**src/rtl/epk_pkg.sv**
```systemverilog
// ----------------------------------------------------------------------------
// epk_pkg: shared types and constants for the PMKID extractor
// Frame record passed from the parser to the capture store, walker state,
// protocol byte values and the fixed field widths.
// ----------------------------------------------------------------------------
package epk_pkg;

  localparam int MAX_CAPTURES_DEF = 8;
  localparam int QUEUE_DEPTH      = 2;

  // Configuration register indexes
  localparam logic CFG_BSSID = 1'b0;
  localparam logic CFG_ARM   = 1'b1;

  // Verdict codes
  localparam logic [1:0] VERD_NONE = 2'd0;
  localparam logic [1:0] VERD_NEW  = 2'd1;
  localparam logic [1:0] VERD_DUP  = 2'd2;
  localparam logic [1:0] VERD_FULL = 2'd3;

  // Protocol byte values
  localparam logic [7:0]  SNAP_DSAP   = 8'hAA;
  localparam logic [7:0]  ETYPE_HI    = 8'h88;
  localparam logic [7:0]  ETYPE_LO    = 8'h8E;
  localparam logic [7:0]  EAPOL_KEY   = 8'd3;
  localparam logic [7:0]  DESC_RSN    = 8'd2;
  localparam logic [7:0]  TAG_RSN     = 8'h30;
  localparam logic [7:0]  RSN_MIN_LEN = 8'd20;
  localparam logic [11:0] HDR_PLAIN   = 12'd24;
  localparam logic [11:0] HDR_QOS     = 12'd26;
  localparam logic [11:0] POS_MAX     = 12'd4095;
  localparam logic [11:0] KDL_OFS     = 12'd105;
  localparam logic [11:0] KD_OFS      = 12'd107;

  // Element walker phases and RSN sub-steps
  localparam logic [1:0] PH_TAG  = 2'd0;
  localparam logic [1:0] PH_LEN  = 2'd1;
  localparam logic [1:0] PH_BODY = 2'd2;
  localparam logic [1:0] PH_DONE = 2'd3;
  localparam logic [1:0] ST_PW   = 2'd0;
  localparam logic [1:0] ST_AK   = 2'd1;
  localparam logic [1:0] ST_PC   = 2'd2;
  localparam logic [1:0] ST_KEY  = 2'd3;

  typedef struct packed {
    logic [1:0] phase;
    logic       rsn_on;
    logic [1:0] step;
    logic [7:0] rlen;
    logic [7:0] remain;
    logic [7:0] off;
    logic [7:0] target;
    logic [7:0] low;
  } walker_t;

  typedef struct packed {
    logic        ok;
    logic [63:0] pmkid_hi;
    logic [63:0] pmkid_lo;
    logic [47:0] client;
  } frame_rec_t;

endpackage

```
**src/rtl/epk_if.sv**
```systemverilog
// ----------------------------------------------------------------------------
// epk_if: valid/ready channels of the PMKID extractor
// Frame byte channel and result channel, each with source and sink views.
// ----------------------------------------------------------------------------
interface epk_byte_if;
  logic        valid;
  logic        ready;
  logic [7:0]  frame_byte;
  logic        frame_last;
  logic [11:0] signal_length;
  logic        is_data_packet;
  modport source (output valid, frame_byte, frame_last, signal_length, is_data_packet,
                  input ready);
  modport sink   (input valid, frame_byte, frame_last, signal_length, is_data_packet,
                  output ready);
endinterface

interface epk_result_if;
  logic        valid;
  logic        ready;
  logic [1:0]  verdict;
  logic [63:0] pmkid_upper;
  logic [63:0] pmkid_lower;
  logic [47:0] client_address;
  logic [2:0]  capture_index;
  logic [3:0]  captures_held;
  modport source (output valid, verdict, pmkid_upper, pmkid_lower, client_address,
                  capture_index, captures_held, input ready);
  modport sink   (input valid, verdict, pmkid_upper, pmkid_lower, client_address,
                  capture_index, captures_held, output ready);
endinterface

```
**src/rtl/eapol_rsn_pmkid_extractor.sv**
```systemverilog
// ----------------------------------------------------------------------------
// eapol_rsn_pmkid_extractor: PMKID capture from EAPOL-Key first messages
// Top level: byte parser, frame record queue and capture store.
// ----------------------------------------------------------------------------
// The block takes one frame byte per cycle and parses it on the fly: while
// armed it looks for FromDS data frames from the configured BSSID that carry
// an RSN EAPOL-Key first message, walks the key data and picks up the PMKID of
// the first RSN element that holds one. Each frame gives one result: on its
// final byte the parser hands a frame record to a two-entry queue and goes
// straight on with the next frame. The capture store behind the queue checks
// the PMKID against stored captures one slot per cycle, so a frame record
// takes longer to resolve the more captures are stored, and longer still while
// a result waits at the output. A run of very short frames, or a result held
// back at the output for a long time, fills the queue and stalls the byte
// input. Writing arm = 1 arms capture; a new capture disarms. The store is
// empty after reset and needs no clearing pass.
module eapol_rsn_pmkid_extractor #(
  parameter int MAX_CAPTURES = epk_pkg::MAX_CAPTURES_DEF
) (
  input  logic         clk,
  input  logic         rst_n,
  input  logic         cfg_we,
  input  logic         cfg_addr,
  input  logic [47:0]  cfg_wdata,
  epk_byte_if.sink     in_chan,
  epk_result_if.source out_chan
);
  import epk_pkg::*;

  logic        q_full, q_nempty, q_pop, rec_push, byte_take;
  frame_rec_t  rec, q_rec;
  logic [47:0] bssid_r;

  // Hold bytes back only while the queue has no room for a frame record
  assign in_chan.ready = !q_full;
  assign byte_take     = in_chan.valid && in_chan.ready;

  always_ff @(posedge clk) begin
    if (!rst_n) bssid_r <= '0;
    else if (cfg_we && cfg_addr == CFG_BSSID) bssid_r <= cfg_wdata;
  end

  epk_front u_front (
    .clk            (clk),
    .rst_n          (rst_n),
    .byte_take      (byte_take),
    .frame_byte     (in_chan.frame_byte),
    .frame_last     (in_chan.frame_last),
    .signal_length  (in_chan.signal_length),
    .is_data_packet (in_chan.is_data_packet),
    .bssid          (bssid_r),
    .rec_push       (rec_push),
    .rec            (rec)
  );

  epk_queue u_queue (
    .clk      (clk),
    .rst_n    (rst_n),
    .push     (rec_push),
    .push_rec (rec),
    .full     (q_full),
    .nempty   (q_nempty),
    .pop      (q_pop),
    .pop_rec  (q_rec)
  );

  epk_back #(.MAX_CAPTURES(MAX_CAPTURES)) u_back (
    .clk      (clk),
    .rst_n    (rst_n),
    .cfg_we   (cfg_we),
    .cfg_addr (cfg_addr),
    .cfg_arm  (cfg_wdata[0]),
    .q_nempty (q_nempty),
    .q_rec    (q_rec),
    .q_pop    (q_pop),
    .res      (out_chan)
  );

`ifndef SYNTH
  a_new_has_capture: assert property (@(posedge clk) disable iff (!rst_n)
    out_chan.valid && out_chan.verdict == VERD_NEW |-> out_chan.captures_held != 4'd0)
    else $error("new capture reported with empty store");
  a_none_zero: assert property (@(posedge clk) disable iff (!rst_n)
    out_chan.valid && out_chan.verdict == VERD_NONE |->
      out_chan.pmkid_upper == 64'd0 && out_chan.client_address == 48'd0)
    else $error("filtered result carries data");
  a_push_room: assert property (@(posedge clk) disable iff (!rst_n)
    rec_push |-> !q_full)
    else $error("frame record pushed into full queue");
`endif

endmodule

```
**src/rtl/epk_front.sv**
```systemverilog
// ----------------------------------------------------------------------------
// epk_front: frame byte parser
// Checks header, SNAP and EAPOL-Key fields, walks key-data elements for the
// PMKID and emits one frame record on the final byte.
// ----------------------------------------------------------------------------
module epk_front (
  input  logic                clk,
  input  logic                rst_n,
  input  logic                byte_take,
  input  logic [7:0]          frame_byte,
  input  logic                frame_last,
  input  logic [11:0]         signal_length,
  input  logic                is_data_packet,
  input  logic [47:0]         bssid,
  output logic                rec_push,
  output epk_pkg::frame_rec_t rec
);
  import epk_pkg::*;

  logic [11:0] pos_r, pos_nxt;
  logic        rej_r, rej_nxt;
  logic        qos_r, qos_nxt;
  logic [15:0] kdl_r, kdl_nxt;
  walker_t     wk_r, wk_nxt;
  logic        found_r, found_nxt;
  logic [63:0] pk_hi_r, pk_hi_nxt, pk_lo_r, pk_lo_nxt;
  logic [47:0] cl_r, cl_nxt;

  always_comb begin
    logic [11:0] hdr, r, o;
    logic [19:0] n;
    logic [15:0] cnt;
    logic [7:0]  b;
    logic [3:0]  bi;
    logic [16:0] need, lim;
    logic [11:0] fl;
    logic [12:0] got;
    hdr = 12'd0; r = 12'd0; o = 12'd0; n = 20'd0; cnt = 16'd0; bi = 4'd0;
    need = 17'd0; lim = 17'd0; fl = 12'd0; got = 13'd0;
    b         = frame_byte;
    pos_nxt   = pos_r;
    rej_nxt   = rej_r;
    qos_nxt   = qos_r;
    kdl_nxt   = kdl_r;
    wk_nxt    = wk_r;
    found_nxt = found_r;
    pk_hi_nxt = pk_hi_r;
    pk_lo_nxt = pk_lo_r;
    cl_nxt    = cl_r;
    if (pos_r != POS_MAX) begin
      if (pos_r == 12'd0) qos_nxt = b[7];
      if (pos_r == 12'd1 && b[1:0] != 2'b10) rej_nxt = 1'b1;
      if (pos_r >= 12'd4 && pos_r <= 12'd9) cl_nxt = {cl_r[39:0], b};
      if (pos_r >= 12'd10 && pos_r <= 12'd15) begin
        bi = 4'(12'd15 - pos_r);
        if (b != bssid[8*bi +: 8]) rej_nxt = 1'b1;
      end
      hdr = qos_nxt ? HDR_QOS : HDR_PLAIN;
      if (pos_r >= hdr) begin
        r = pos_r - hdr;
        if ((r == 12'd0 || r == 12'd1) && b != SNAP_DSAP) rej_nxt = 1'b1;
        if (r == 12'd6 && b != ETYPE_HI) rej_nxt = 1'b1;
        if (r == 12'd7 && b != ETYPE_LO) rej_nxt = 1'b1;
        if (r == 12'd9 && b != EAPOL_KEY) rej_nxt = 1'b1;
        if (r == 12'd12 && b != DESC_RSN) rej_nxt = 1'b1;
        if (r == 12'd13 && b[0]) rej_nxt = 1'b1;
        if (r == 12'd14 && !b[7]) rej_nxt = 1'b1;
        if (r == KDL_OFS) kdl_nxt = {b, 8'd0};
        if (r == KDL_OFS + 12'd1) kdl_nxt = {kdl_r[15:8], b};
        if (r >= KD_OFS) begin
          o = r - KD_OFS;
          if (wk_r.phase != PH_DONE && {4'd0, o} < kdl_r) begin
            case (wk_r.phase)
              PH_TAG: begin
                if ({5'd0, o} + 17'd2 > {1'b0, kdl_r}) wk_nxt.phase = PH_DONE;
                else begin
                  wk_nxt.rsn_on = (b == TAG_RSN);
                  wk_nxt.phase  = PH_LEN;
                end
              end
              PH_LEN: begin
                if ({5'd0, o} + 17'd1 + {9'd0, b} > {1'b0, kdl_r}) wk_nxt.phase = PH_DONE;
                else begin
                  wk_nxt.rsn_on = wk_r.rsn_on && (b >= RSN_MIN_LEN);
                  wk_nxt.step   = ST_PW;
                  wk_nxt.rlen   = b;
                  wk_nxt.remain = b;
                  wk_nxt.off    = 8'd0;
                  wk_nxt.phase  = (b != 8'd0) ? PH_BODY : PH_TAG;
                end
              end
              default: begin
                if (wk_r.rsn_on) begin
                  cnt = {b, wk_r.low};
                  case (wk_r.step)
                    ST_PW: begin
                      if (wk_r.off == 8'd6) wk_nxt.low = b;
                      else if (wk_r.off == 8'd7) begin
                        n = 20'd8 + {2'd0, cnt, 2'd0};
                        if (n + 20'd2 > {12'd0, wk_r.rlen}) wk_nxt.rsn_on = 1'b0;
                        else begin
                          wk_nxt.target = n[7:0];
                          wk_nxt.step   = ST_AK;
                        end
                      end
                    end
                    ST_AK: begin
                      if (wk_r.off == wk_r.target) wk_nxt.low = b;
                      else if ({1'b0, wk_r.off} == {1'b0, wk_r.target} + 9'd1) begin
                        n = {12'd0, wk_r.target} + 20'd2 + {2'd0, cnt, 2'd0};
                        if (n + 20'd4 > {12'd0, wk_r.rlen}) wk_nxt.rsn_on = 1'b0;
                        else begin
                          n = n + 20'd2;
                          wk_nxt.target = n[7:0];
                          wk_nxt.step   = ST_PC;
                        end
                      end
                    end
                    ST_PC: begin
                      if (wk_r.off == wk_r.target) wk_nxt.low = b;
                      else if ({1'b0, wk_r.off} == {1'b0, wk_r.target} + 9'd1) begin
                        n = {12'd0, wk_r.target} + 20'd2;
                        if (cnt != 16'd0 && n + 20'd16 <= {12'd0, wk_r.rlen}) begin
                          found_nxt     = 1'b1;
                          wk_nxt.target = n[7:0];
                          wk_nxt.step   = ST_KEY;
                        end else begin
                          wk_nxt.rsn_on = 1'b0;
                        end
                      end
                    end
                    default: begin
                      if (wk_r.off >= wk_r.target &&
                          {1'b0, wk_r.off} < {1'b0, wk_r.target} + 9'd16) begin
                        pk_hi_nxt = {pk_hi_r[55:0], pk_lo_r[63:56]};
                        pk_lo_nxt = {pk_lo_r[55:0], b};
                      end
                    end
                  endcase
                end
                wk_nxt.off    = wk_r.off + 8'd1;
                wk_nxt.remain = wk_r.remain - 8'd1;
                if (wk_r.remain == 8'd1) wk_nxt.phase = found_nxt ? PH_DONE : PH_TAG;
              end
            endcase
          end
        end
      end
      pos_nxt = pos_r + 12'd1;
    end
    // frame end checks on the updated per-frame state
    hdr  = qos_nxt ? HDR_QOS : HDR_PLAIN;
    got  = {1'b0, pos_r} + 13'd1;
    lim  = {5'd0, hdr} + {5'd0, KD_OFS} + {1'b0, kdl_nxt};
    need = (kdl_nxt == 16'd0) ? {5'd0, hdr} + 17'd108 : lim;
    fl   = signal_length - 12'd4;
    rec.ok = is_data_packet && !rej_nxt && (signal_length >= 12'd4) &&
             ({5'd0, fl} >= {5'd0, hdr} + 17'd108) && (kdl_nxt != 16'd0) &&
             ({5'd0, fl} >= lim) && ({4'd0, got} >= need) && found_nxt;
    rec.pmkid_hi = pk_hi_nxt;
    rec.pmkid_lo = pk_lo_nxt;
    rec.client   = cl_nxt;
  end

  assign rec_push = byte_take && frame_last;

  always_ff @(posedge clk) begin
    if (!rst_n || rec_push) begin
      pos_r   <= '0;
      rej_r   <= 1'b0;
      qos_r   <= 1'b0;
      kdl_r   <= '0;
      wk_r    <= '0;
      found_r <= 1'b0;
      pk_hi_r <= '0;
      pk_lo_r <= '0;
      cl_r    <= '0;
    end else if (byte_take) begin
      pos_r   <= pos_nxt;
      rej_r   <= rej_nxt;
      qos_r   <= qos_nxt;
      kdl_r   <= kdl_nxt;
      wk_r    <= wk_nxt;
      found_r <= found_nxt;
      pk_hi_r <= pk_hi_nxt;
      pk_lo_r <= pk_lo_nxt;
      cl_r    <= cl_nxt;
    end
  end

endmodule

```
**src/rtl/epk_queue.sv**
```systemverilog
// ----------------------------------------------------------------------------
// epk_queue: frame record queue
// Short FIFO between the byte parser and the capture store.
// ----------------------------------------------------------------------------
module epk_queue (
  input  logic                clk,
  input  logic                rst_n,
  input  logic                push,
  input  epk_pkg::frame_rec_t push_rec,
  output logic                full,
  output logic                nempty,
  input  logic                pop,
  output epk_pkg::frame_rec_t pop_rec
);
  import epk_pkg::*;

  localparam int PW = (QUEUE_DEPTH > 1) ? $clog2(QUEUE_DEPTH) : 1;
  localparam int CW = $clog2(QUEUE_DEPTH + 1);

  frame_rec_t    mem [QUEUE_DEPTH];
  logic [PW-1:0] wp_r, rp_r;
  logic [CW-1:0] cnt_r;

  assign full    = (cnt_r == CW'(QUEUE_DEPTH));
  assign nempty  = (cnt_r != '0);
  assign pop_rec = mem[rp_r];

  always_ff @(posedge clk) begin
    if (push) mem[wp_r] <= push_rec;
  end

  always_ff @(posedge clk) begin
    if (!rst_n) begin
      wp_r  <= '0;
      rp_r  <= '0;
      cnt_r <= '0;
    end else begin
      if (push) wp_r <= (wp_r == PW'(QUEUE_DEPTH - 1)) ? '0 : wp_r + PW'(1);
      if (pop)  rp_r <= (rp_r == PW'(QUEUE_DEPTH - 1)) ? '0 : rp_r + PW'(1);
      if (push && !pop) cnt_r <= cnt_r + CW'(1);
      else if (pop && !push) cnt_r <= cnt_r - CW'(1);
    end
  end

endmodule

```
**src/rtl/epk_back.sv**
```systemverilog
// ----------------------------------------------------------------------------
// epk_back: capture store
// Searches stored PMKIDs one slot per cycle, stores new ones, holds the
// armed flag and drives the result register.
// ----------------------------------------------------------------------------
module epk_back #(
  parameter int MAX_CAPTURES = epk_pkg::MAX_CAPTURES_DEF
) (
  input  logic                clk,
  input  logic                rst_n,
  input  logic                cfg_we,
  input  logic                cfg_addr,
  input  logic                cfg_arm,
  input  logic                q_nempty,
  input  epk_pkg::frame_rec_t q_rec,
  output logic                q_pop,
  epk_result_if.source        res
);
  import epk_pkg::*;

  localparam int IW = (MAX_CAPTURES > 1) ? $clog2(MAX_CAPTURES) : 1;
  localparam int CW = $clog2(MAX_CAPTURES + 1);
  localparam logic [1:0] S_IDLE = 2'd0;
  localparam logic [1:0] S_SRCH = 2'd1;
  localparam logic [1:0] S_DONE = 2'd2;

  logic [127:0]  store_mem [MAX_CAPTURES];
  logic [127:0]  rd_r;
  logic [IW-1:0] rd_addr;
  logic [1:0]    state_r, state_nxt;
  logic [IW-1:0] idx_r, idx_nxt;
  logic [CW-1:0] cnt_r;
  logic          armed_r;
  frame_rec_t    cur_r;
  logic          filt, hit, more, wr_en, res_free, res_load;

  assign res_free = !res.valid || res.ready;
  assign filt  = !(cur_r.ok && armed_r);
  assign hit   = ((CW+1)'(idx_r) < (CW+1)'(cnt_r)) &&
                 (rd_r == {cur_r.pmkid_hi, cur_r.pmkid_lo});
  assign more  = ((CW+1)'(idx_r) + (CW+1)'(1) < (CW+1)'(cnt_r));
  assign wr_en = (state_r == S_SRCH) && !filt && !hit && !more && res_free &&
                 (cnt_r != CW'(MAX_CAPTURES));
  assign q_pop = (state_r == S_IDLE) && q_nempty;

  always_comb begin
    state_nxt = state_r;
    idx_nxt   = idx_r;
    case (state_r)
      S_IDLE: begin
        if (q_nempty) begin
          state_nxt = S_SRCH;
          idx_nxt   = '0;
        end
      end
      S_SRCH: begin
        // hold the finished search until the result register is free
        if (!filt && !hit && more) idx_nxt = idx_r + IW'(1);
        else if (res_free) state_nxt = S_DONE;
      end
      S_DONE: begin
        state_nxt = S_IDLE;
      end
      default: state_nxt = S_IDLE;
    endcase
  end

  assign rd_addr  = idx_nxt;
  assign res_load = (state_r == S_SRCH) && (state_nxt == S_DONE);

  // Store: one write and one registered read per cycle
  always_ff @(posedge clk) begin
    if (wr_en) store_mem[cnt_r[IW-1:0]] <= {cur_r.pmkid_hi, cur_r.pmkid_lo};
    rd_r <= store_mem[rd_addr];
  end

  always_ff @(posedge clk) begin
    if (q_pop) cur_r <= q_rec;
  end

  always_ff @(posedge clk) begin
    if (!rst_n) begin
      state_r <= S_IDLE;
      idx_r   <= '0;
      cnt_r   <= '0;
      armed_r <= 1'b0;
    end else begin
      state_r <= state_nxt;
      idx_r   <= idx_nxt;
      if (wr_en) begin
        cnt_r   <= cnt_r + CW'(1);
        armed_r <= 1'b0;
      end else if (cfg_we && cfg_addr == CFG_ARM) begin
        armed_r <= cfg_arm;
      end
    end
  end

  // Result register
  logic [1:0] verd;
  always_comb begin
    if (filt) verd = VERD_NONE;
    else if (hit) verd = VERD_DUP;
    else if (cnt_r == CW'(MAX_CAPTURES)) verd = VERD_FULL;
    else verd = VERD_NEW;
  end

  always_ff @(posedge clk) begin
    if (res_load) begin
      res.verdict        <= verd;
      res.pmkid_upper    <= filt ? 64'd0 : cur_r.pmkid_hi;
      res.pmkid_lower    <= filt ? 64'd0 : cur_r.pmkid_lo;
      res.client_address <= filt ? 48'd0 : cur_r.client;
      res.capture_index  <= wr_en ? 3'((CW+3)'(cnt_r)) : 3'd0;
      res.captures_held  <= 4'((CW+4)'(cnt_r) + (wr_en ? (CW+4)'(1) : (CW+4)'(0)));
    end
  end

  always_ff @(posedge clk) begin
    if (!rst_n) res.valid <= 1'b0;
    else if (res_load) res.valid <= 1'b1;
    else if (res.ready) res.valid <= 1'b0;
  end

endmodule
```
**src/flat_wrapper.sv**
```systemverilog
// flat-port wrapper written by rule: the top's interface ports become plain ports
module eapol_rsn_pmkid_extractor_flat import epk_pkg::*;
#(
  parameter int MAX_CAPTURES = epk_pkg::MAX_CAPTURES_DEF
)
  (clk, rst_n, cfg_we, cfg_addr, cfg_wdata, in_chan_valid, in_chan_frame_byte, in_chan_frame_last, in_chan_signal_length, in_chan_is_data_packet, in_chan_ready, out_chan_valid, out_chan_verdict, out_chan_pmkid_upper, out_chan_pmkid_lower, out_chan_client_address, out_chan_capture_index, out_chan_captures_held, out_chan_ready);
  epk_byte_if in_chan_i ();
  epk_result_if out_chan_i ();
  input  logic clk;
  input  logic rst_n;
  input  logic cfg_we;
  input  logic cfg_addr;
  input  logic [47:0] cfg_wdata;
  input wire logic [$bits(in_chan_i.valid)-1:0] in_chan_valid;
  input wire logic [$bits(in_chan_i.frame_byte)-1:0] in_chan_frame_byte;
  input wire logic [$bits(in_chan_i.frame_last)-1:0] in_chan_frame_last;
  input wire logic [$bits(in_chan_i.signal_length)-1:0] in_chan_signal_length;
  input wire logic [$bits(in_chan_i.is_data_packet)-1:0] in_chan_is_data_packet;
  output wire logic [$bits(in_chan_i.ready)-1:0] in_chan_ready;
  output wire logic [$bits(out_chan_i.valid)-1:0] out_chan_valid;
  output wire logic [$bits(out_chan_i.verdict)-1:0] out_chan_verdict;
  output wire logic [$bits(out_chan_i.pmkid_upper)-1:0] out_chan_pmkid_upper;
  output wire logic [$bits(out_chan_i.pmkid_lower)-1:0] out_chan_pmkid_lower;
  output wire logic [$bits(out_chan_i.client_address)-1:0] out_chan_client_address;
  output wire logic [$bits(out_chan_i.capture_index)-1:0] out_chan_capture_index;
  output wire logic [$bits(out_chan_i.captures_held)-1:0] out_chan_captures_held;
  input wire logic [$bits(out_chan_i.ready)-1:0] out_chan_ready;
  assign in_chan_i.valid = in_chan_valid;
  assign in_chan_i.frame_byte = in_chan_frame_byte;
  assign in_chan_i.frame_last = in_chan_frame_last;
  assign in_chan_i.signal_length = in_chan_signal_length;
  assign in_chan_i.is_data_packet = in_chan_is_data_packet;
  assign in_chan_ready = in_chan_i.ready;
  assign out_chan_valid = out_chan_i.valid;
  assign out_chan_verdict = out_chan_i.verdict;
  assign out_chan_pmkid_upper = out_chan_i.pmkid_upper;
  assign out_chan_pmkid_lower = out_chan_i.pmkid_lower;
  assign out_chan_client_address = out_chan_i.client_address;
  assign out_chan_capture_index = out_chan_i.capture_index;
  assign out_chan_captures_held = out_chan_i.captures_held;
  assign out_chan_i.ready = out_chan_ready;
  eapol_rsn_pmkid_extractor #(.MAX_CAPTURES(MAX_CAPTURES)) u_core (.clk(clk), .rst_n(rst_n), .cfg_we(cfg_we), .cfg_addr(cfg_addr), .cfg_wdata(cfg_wdata), .in_chan(in_chan_i), .out_chan(out_chan_i));
endmodule
```
**config.mk**
```make
export PLATFORM = sky130hd
export DESIGN_NAME = eapol_rsn_pmkid_extractor_flat
export DESIGN_NICKNAME = d
export VERILOG_FILES = /design/src/rtl/epk_pkg.sv /design/src/rtl/epk_if.sv /design/src/rtl/eapol_rsn_pmkid_extractor.sv /design/src/rtl/epk_front.sv /design/src/rtl/epk_queue.sv /design/src/rtl/epk_back.sv /design/src/flat_wrapper.sv
export SDC_FILE = /design/constraint.sdc
export NUM_CORES = 2
export LEC_CHECK = 0
export ABC_CLOCK_PERIOD_IN_PS = 18000
export BUFFER_PORTS_ARGS = -buffer_cell sky130_fd_sc_hd__buf_4
export CORE_ASPECT_RATIO = 0.7
export CORE_MARGIN = 8
export CORE_UTILIZATION = 50
export CTS_CLUSTER_DIAMETER = 40
export DETAILED_ROUTE_END_ITERATION = 10
export PLACE_DENSITY = 0.78
export RECOVER_POWER = 25
export SKIP_CTS_REPAIR_TIMING = 1
export SLEW_MARGIN = 40
export SYNTH_ARGS = -nofsm -noshare
export SYNTH_HDL_FRONTEND = slang
export SYNTH_HIERARCHICAL = 1
export SYNTH_SLANG_ARGS = --single-unit
```
**constraint.sdc**
```tcl
create_clock -name clk -period 18 [get_ports clk]
set_clock_uncertainty 0.2 [all_clocks]
set_input_delay 2.7 -clock clk [delete_from_list [all_inputs] [get_ports clk]]
set_output_delay 2.7 -clock clk [all_outputs]
set_load 0.02 [all_outputs]
```
==> metrics.md <==
| Metric | Value |
|---|---|
| Outcome | complete, no violations |
| Total grt overflow | 0 |
| Fill cell instance count of the final layout | 13,710 |
| Cell count of the worst reg-to-reg path | 29 |
| Buffer levels on the longest clock path | 3 |
| Setup crit start | in_chan_frame_byte[7] |
| Share of the synthesized area in the top cell type | 0.5714 |
| First-pass GRT wire length | 356,300 um |
| Initial core utilization | 0.5026 |
| Fraction of layout instances using a drive strength above 1 | 0.1675 |
| Share of the core filled with cells in the final layout | 0.5672 |
| Pwr dens | 125.8 mW/mm^2 |
| Least-Margin Pin Slew | 1018 ps |
| H-tree depth reported by CTS | 4 |
| Most numerous cell on the critical path | ha_1 |
| Remaining routing DRC violations | 0 |
| Data required time at the worst endpoint | 18,380 ps |
| List of most frequent post-synthesis cells | edfxtp_1 (1,740), a21boi_0 (520), dfxtp_1 (443), a211oi_1 (401), nor2_1 (381) |
| Clock Sinks | 2,183 |
| Overall fraction of global-route tracks in use | 0.2340 |
| Die area | 0.1971 sq mm |
| Netlist cell types | 86 |
| Async set or reset register ratio after synthesis | 0 |
| Logic depth of the worst path, buffers included | 26 |
| Part of the Yosys area used for sequential elements | 0.6683 |
| Final-report max-slew violation count | 0 |
| Pin count of the biggest net entering global routing | 169 |
| Worst flop-to-flop path startpoint | u_core/u_front/pos_r[6]$_SDFFE_PP0P_ |
| Post-detailed-route count of antenna-violating nets | 0 |
| Critical path arrival | 10,300 ps |
| Post-synth net total | 6,653 |
| Total Nets Final | 6,776 |
| Cell count after placement | 8,718 |
| Placed Instance Area | 0.09602 sq mm |
| Number of DRC markers in iteration 0 | 6,743 |
| Largest fanout of any net on the critical path | 27 |
| Period Utilization, post-route | 0.5510 |
| Cell Rows | 131 |
| Peak per-stage delay on the critical path | 610 ps |
| Via count of the first global-routing pass | 55,320 |
| Area occupied by multi-input gates | 0.02819 sq mm |
| Synthesis warning total | 6 |
| Fin area | 0.1032 sq mm |
| Clock slew seen by the registers of the worst setup and hold paths | 60 ps |
| Critical-path top delay cell | or4b_2 |
| Reported max-cap violation count | 0 |
| Horizontal extent of the die | 527.2 um |
| CP Class | input pin to flip-flop |
| Count of flip-flops with a built-in enable after synthesis | 1,740 |
| Top_reg_cell synth | edfxtp_1 |
| Total half-perimeter wirelength after legalization and detailed placement | 140,500 um |
| Synth area leaders | edfxtp_1 (57%), dfxtp_1 (9.7%), a21boi_0 (4.3%) |
| TritonCTS buffer count | 211 |
| Crit. End Element | flip-flop |
| CP startpoint kind | input pin |
| Critical path buffer and inverter count | 2 |
| Number of optimization iterations in the first detailed-route pass | 6 |
| Clock root buffer | clkbuf_16 |
| CP top delay family | simple AND/OR/NAND/NOR gates |
| Worst-case register-to-register setup slack | 8210 ps |
| Number of antenna violations at the first check in global routing | 9 |
| Final setup violation count | 0 |
| Area growth from synthesis to layout | 12.85% |
| Final Hold Vio Count | 0 |
| GP Congestion | 0.8782 |
| Wire per inst | 26.38 um |
| Min-delay worst type | flip-flop to flip-flop |
| Later-pin clock latency in the skew report | 860 ps |
| Capturing element of the worst setup path | u_core/u_queue/mem[1][176]$_DFFE_PP_ |
| Synthesized instance count | 6,423 |
| Final standard cell count with taps included and fillers excluded | 9,133 |
| Crit Reg-Reg Endpoint | u_core/u_queue/mem[1][176]$_DFFE_PP_ |
| Port Buf Inserts | 262 |
| Average size of a mapped cell | 14.24 sq um |
| Post-synthesis instance area | 0.09145 sq mm |
| Count leader, synth | edfxtp_1 |
| Final worst path period need | 9918 ps |
| I/O Pins | 263 |
| Die height | 373.8 um |
| Cell accounting for the most synthesized area | edfxtp_1 |
| FF+latch count, synth | 2,183 |
| Final WL | 240,900 um |
| Worst slew margin | 0.3192 |
| Placeable core region | 0.1819 sq mm |
| Leakage Power | 35.05 nW |
| Total vias in the final route | 56,920 |
| Total area of sequential cells | 0.06113 sq mm |
| Largest voltage drop on the vdd net | 0.0001252 V |
| Unrepaired setup endpoints after global routing | false |
| Final total negative setup slack | 0 ps |
| CTS tree | yes |
| Timing-limited maximum frequency | 0.1008 GHz |
| Via/cell ratio | 6.232 |
-- sequential cells by signal, indices dropped and copies added (netlist names), 64 cells and up, named ones only --
register,flops
u_core/u_back/cur_r,177
u_core/u_back/rd_r,128
u_core/u_back/res.pmkid_lower,64
u_core/u_back/res.pmkid_upper,64
u_core/u_back/store_mem,1024
u_core/u_front/pk_hi_r,64
u_core/u_front/pk_lo_r,64
u_core/u_queue/mem,354
-- how the worst min path moves through the flow --
stage	from	to	slack, ps	cells after the start
global placement	u_core/u_front/kdl_r[14]$_SDFFE_PP0P_	u_core/u_front/kdl_r[14]$_SDFFE_PP0P_	230	2
CTS	u_core/u_front/kdl_r[13]$_SDFFE_PP0P_	u_core/u_front/kdl_r[13]$_SDFFE_PP0P_	250	2
floorplan	u_core/u_back/state_r[1]$_SDFF_PN0_	u_core/u_back/state_r[0]$_SDFF_PN0_	220	1
finish	u_core/u_front/kdl_r[13]$_SDFFE_PP0P_	u_core/u_front/kdl_r[13]$_SDFFE_PP0P_	250	2
global route	u_core/bssid_r[12]$_SDFFE_PN0P_	u_core/bssid_r[12]$_SDFFE_PN0P_	270	2
detailed placement	u_core/u_front/kdl_r[13]$_SDFFE_PP0P_	u_core/u_front/kdl_r[13]$_SDFFE_PP0P_	240	2
-- worst min-delay path, delay by kind of cell, from the launching register on --
family | cells | cell delay [ps]
compound gates | 1 | 50
flops | 1 | 300
simple gates | 1 | 50
-- where the power goes --
group / switching (mW) / internal, mW
clock: 1.95 / 2.42
combinational: 1.24 / 0.597
sequential: 0.511 / 6.26
total: 3.70 / 9.28
-- cell type report --
cell class | instances | share of cell area
Sequential cell | 2183 | 0.5923
Multi-Input combinational cell | 3690 | 0.2731
Clock buffer | 287 | 0.05660
Timing Repair Buffer | 357 | 0.03441
Tap cell | 2394 | 0.02903
Clock inverter | 114 | 0.01055
Inverter | 103 | 0.003819
Antenna cell | 5 | 0.0001212
-- per-stage QoR --
stage | total power, mW | setup WS (ps) | hold WS [ps]
2_1_floorplan | 7.749 | 4917 | 223.6
3_3_place_gp | 8.582 | 6849 | 234.4
3_5_place_dp | 8.655 | 6704 | 241.1
4_1_cts | 13.00 | 7580 | 249.2
5_1_grt | 13.39 | 7456 | 270.5
6_report | 12.98 | 8082 | 248.9
-- routing by layer --
metal	vias up	track usage	routed length, um
met3	394	0.05923	26150
met4	0	0.06366	5943
met2	2967	0.3556	108300
met1	28570	0.3362	100500
li1	24990	-	-
met5	-	0	0
-- cell usage in the layout, fill, tap and decap left out, types with 189 or more instances in the layout --
| cell | synthesis | routed |
|---|---|---|
| and3_1 | 189 | 189 |
| buf_4 | 18 | 282 |
| mux2_2 | 226 | 226 |
| mux2i_1 | 214 | 214 |
| nor2_1 | 381 | 373 |
| clkbuf_16 | 0 | 215 |
| a21boi_0 | 520 | 520 |
| dfxtp_1 | 443 | 440 |
| a211oi_1 | 401 | 401 |
| nand2_1 | 226 | 224 |
| edfxtp_1 | 1740 | 1740 |
-- cells by family after synthesis --
family | Yosys count | synth area share
multiplexers | 578 | 0.07457
flip-flops | 2183 | 0.6683
AND/OR/NAND/NOR | 1291 | 0.07091
buffers and inverters | 550 | 0.02687
adder cells (fa/ha/maj) | 154 | 0.02132
XOR/XNOR | 257 | 0.02461
AO/OA/AOI/OAI | 1410 | 0.1134
Power figures use the tool's default switching activity.
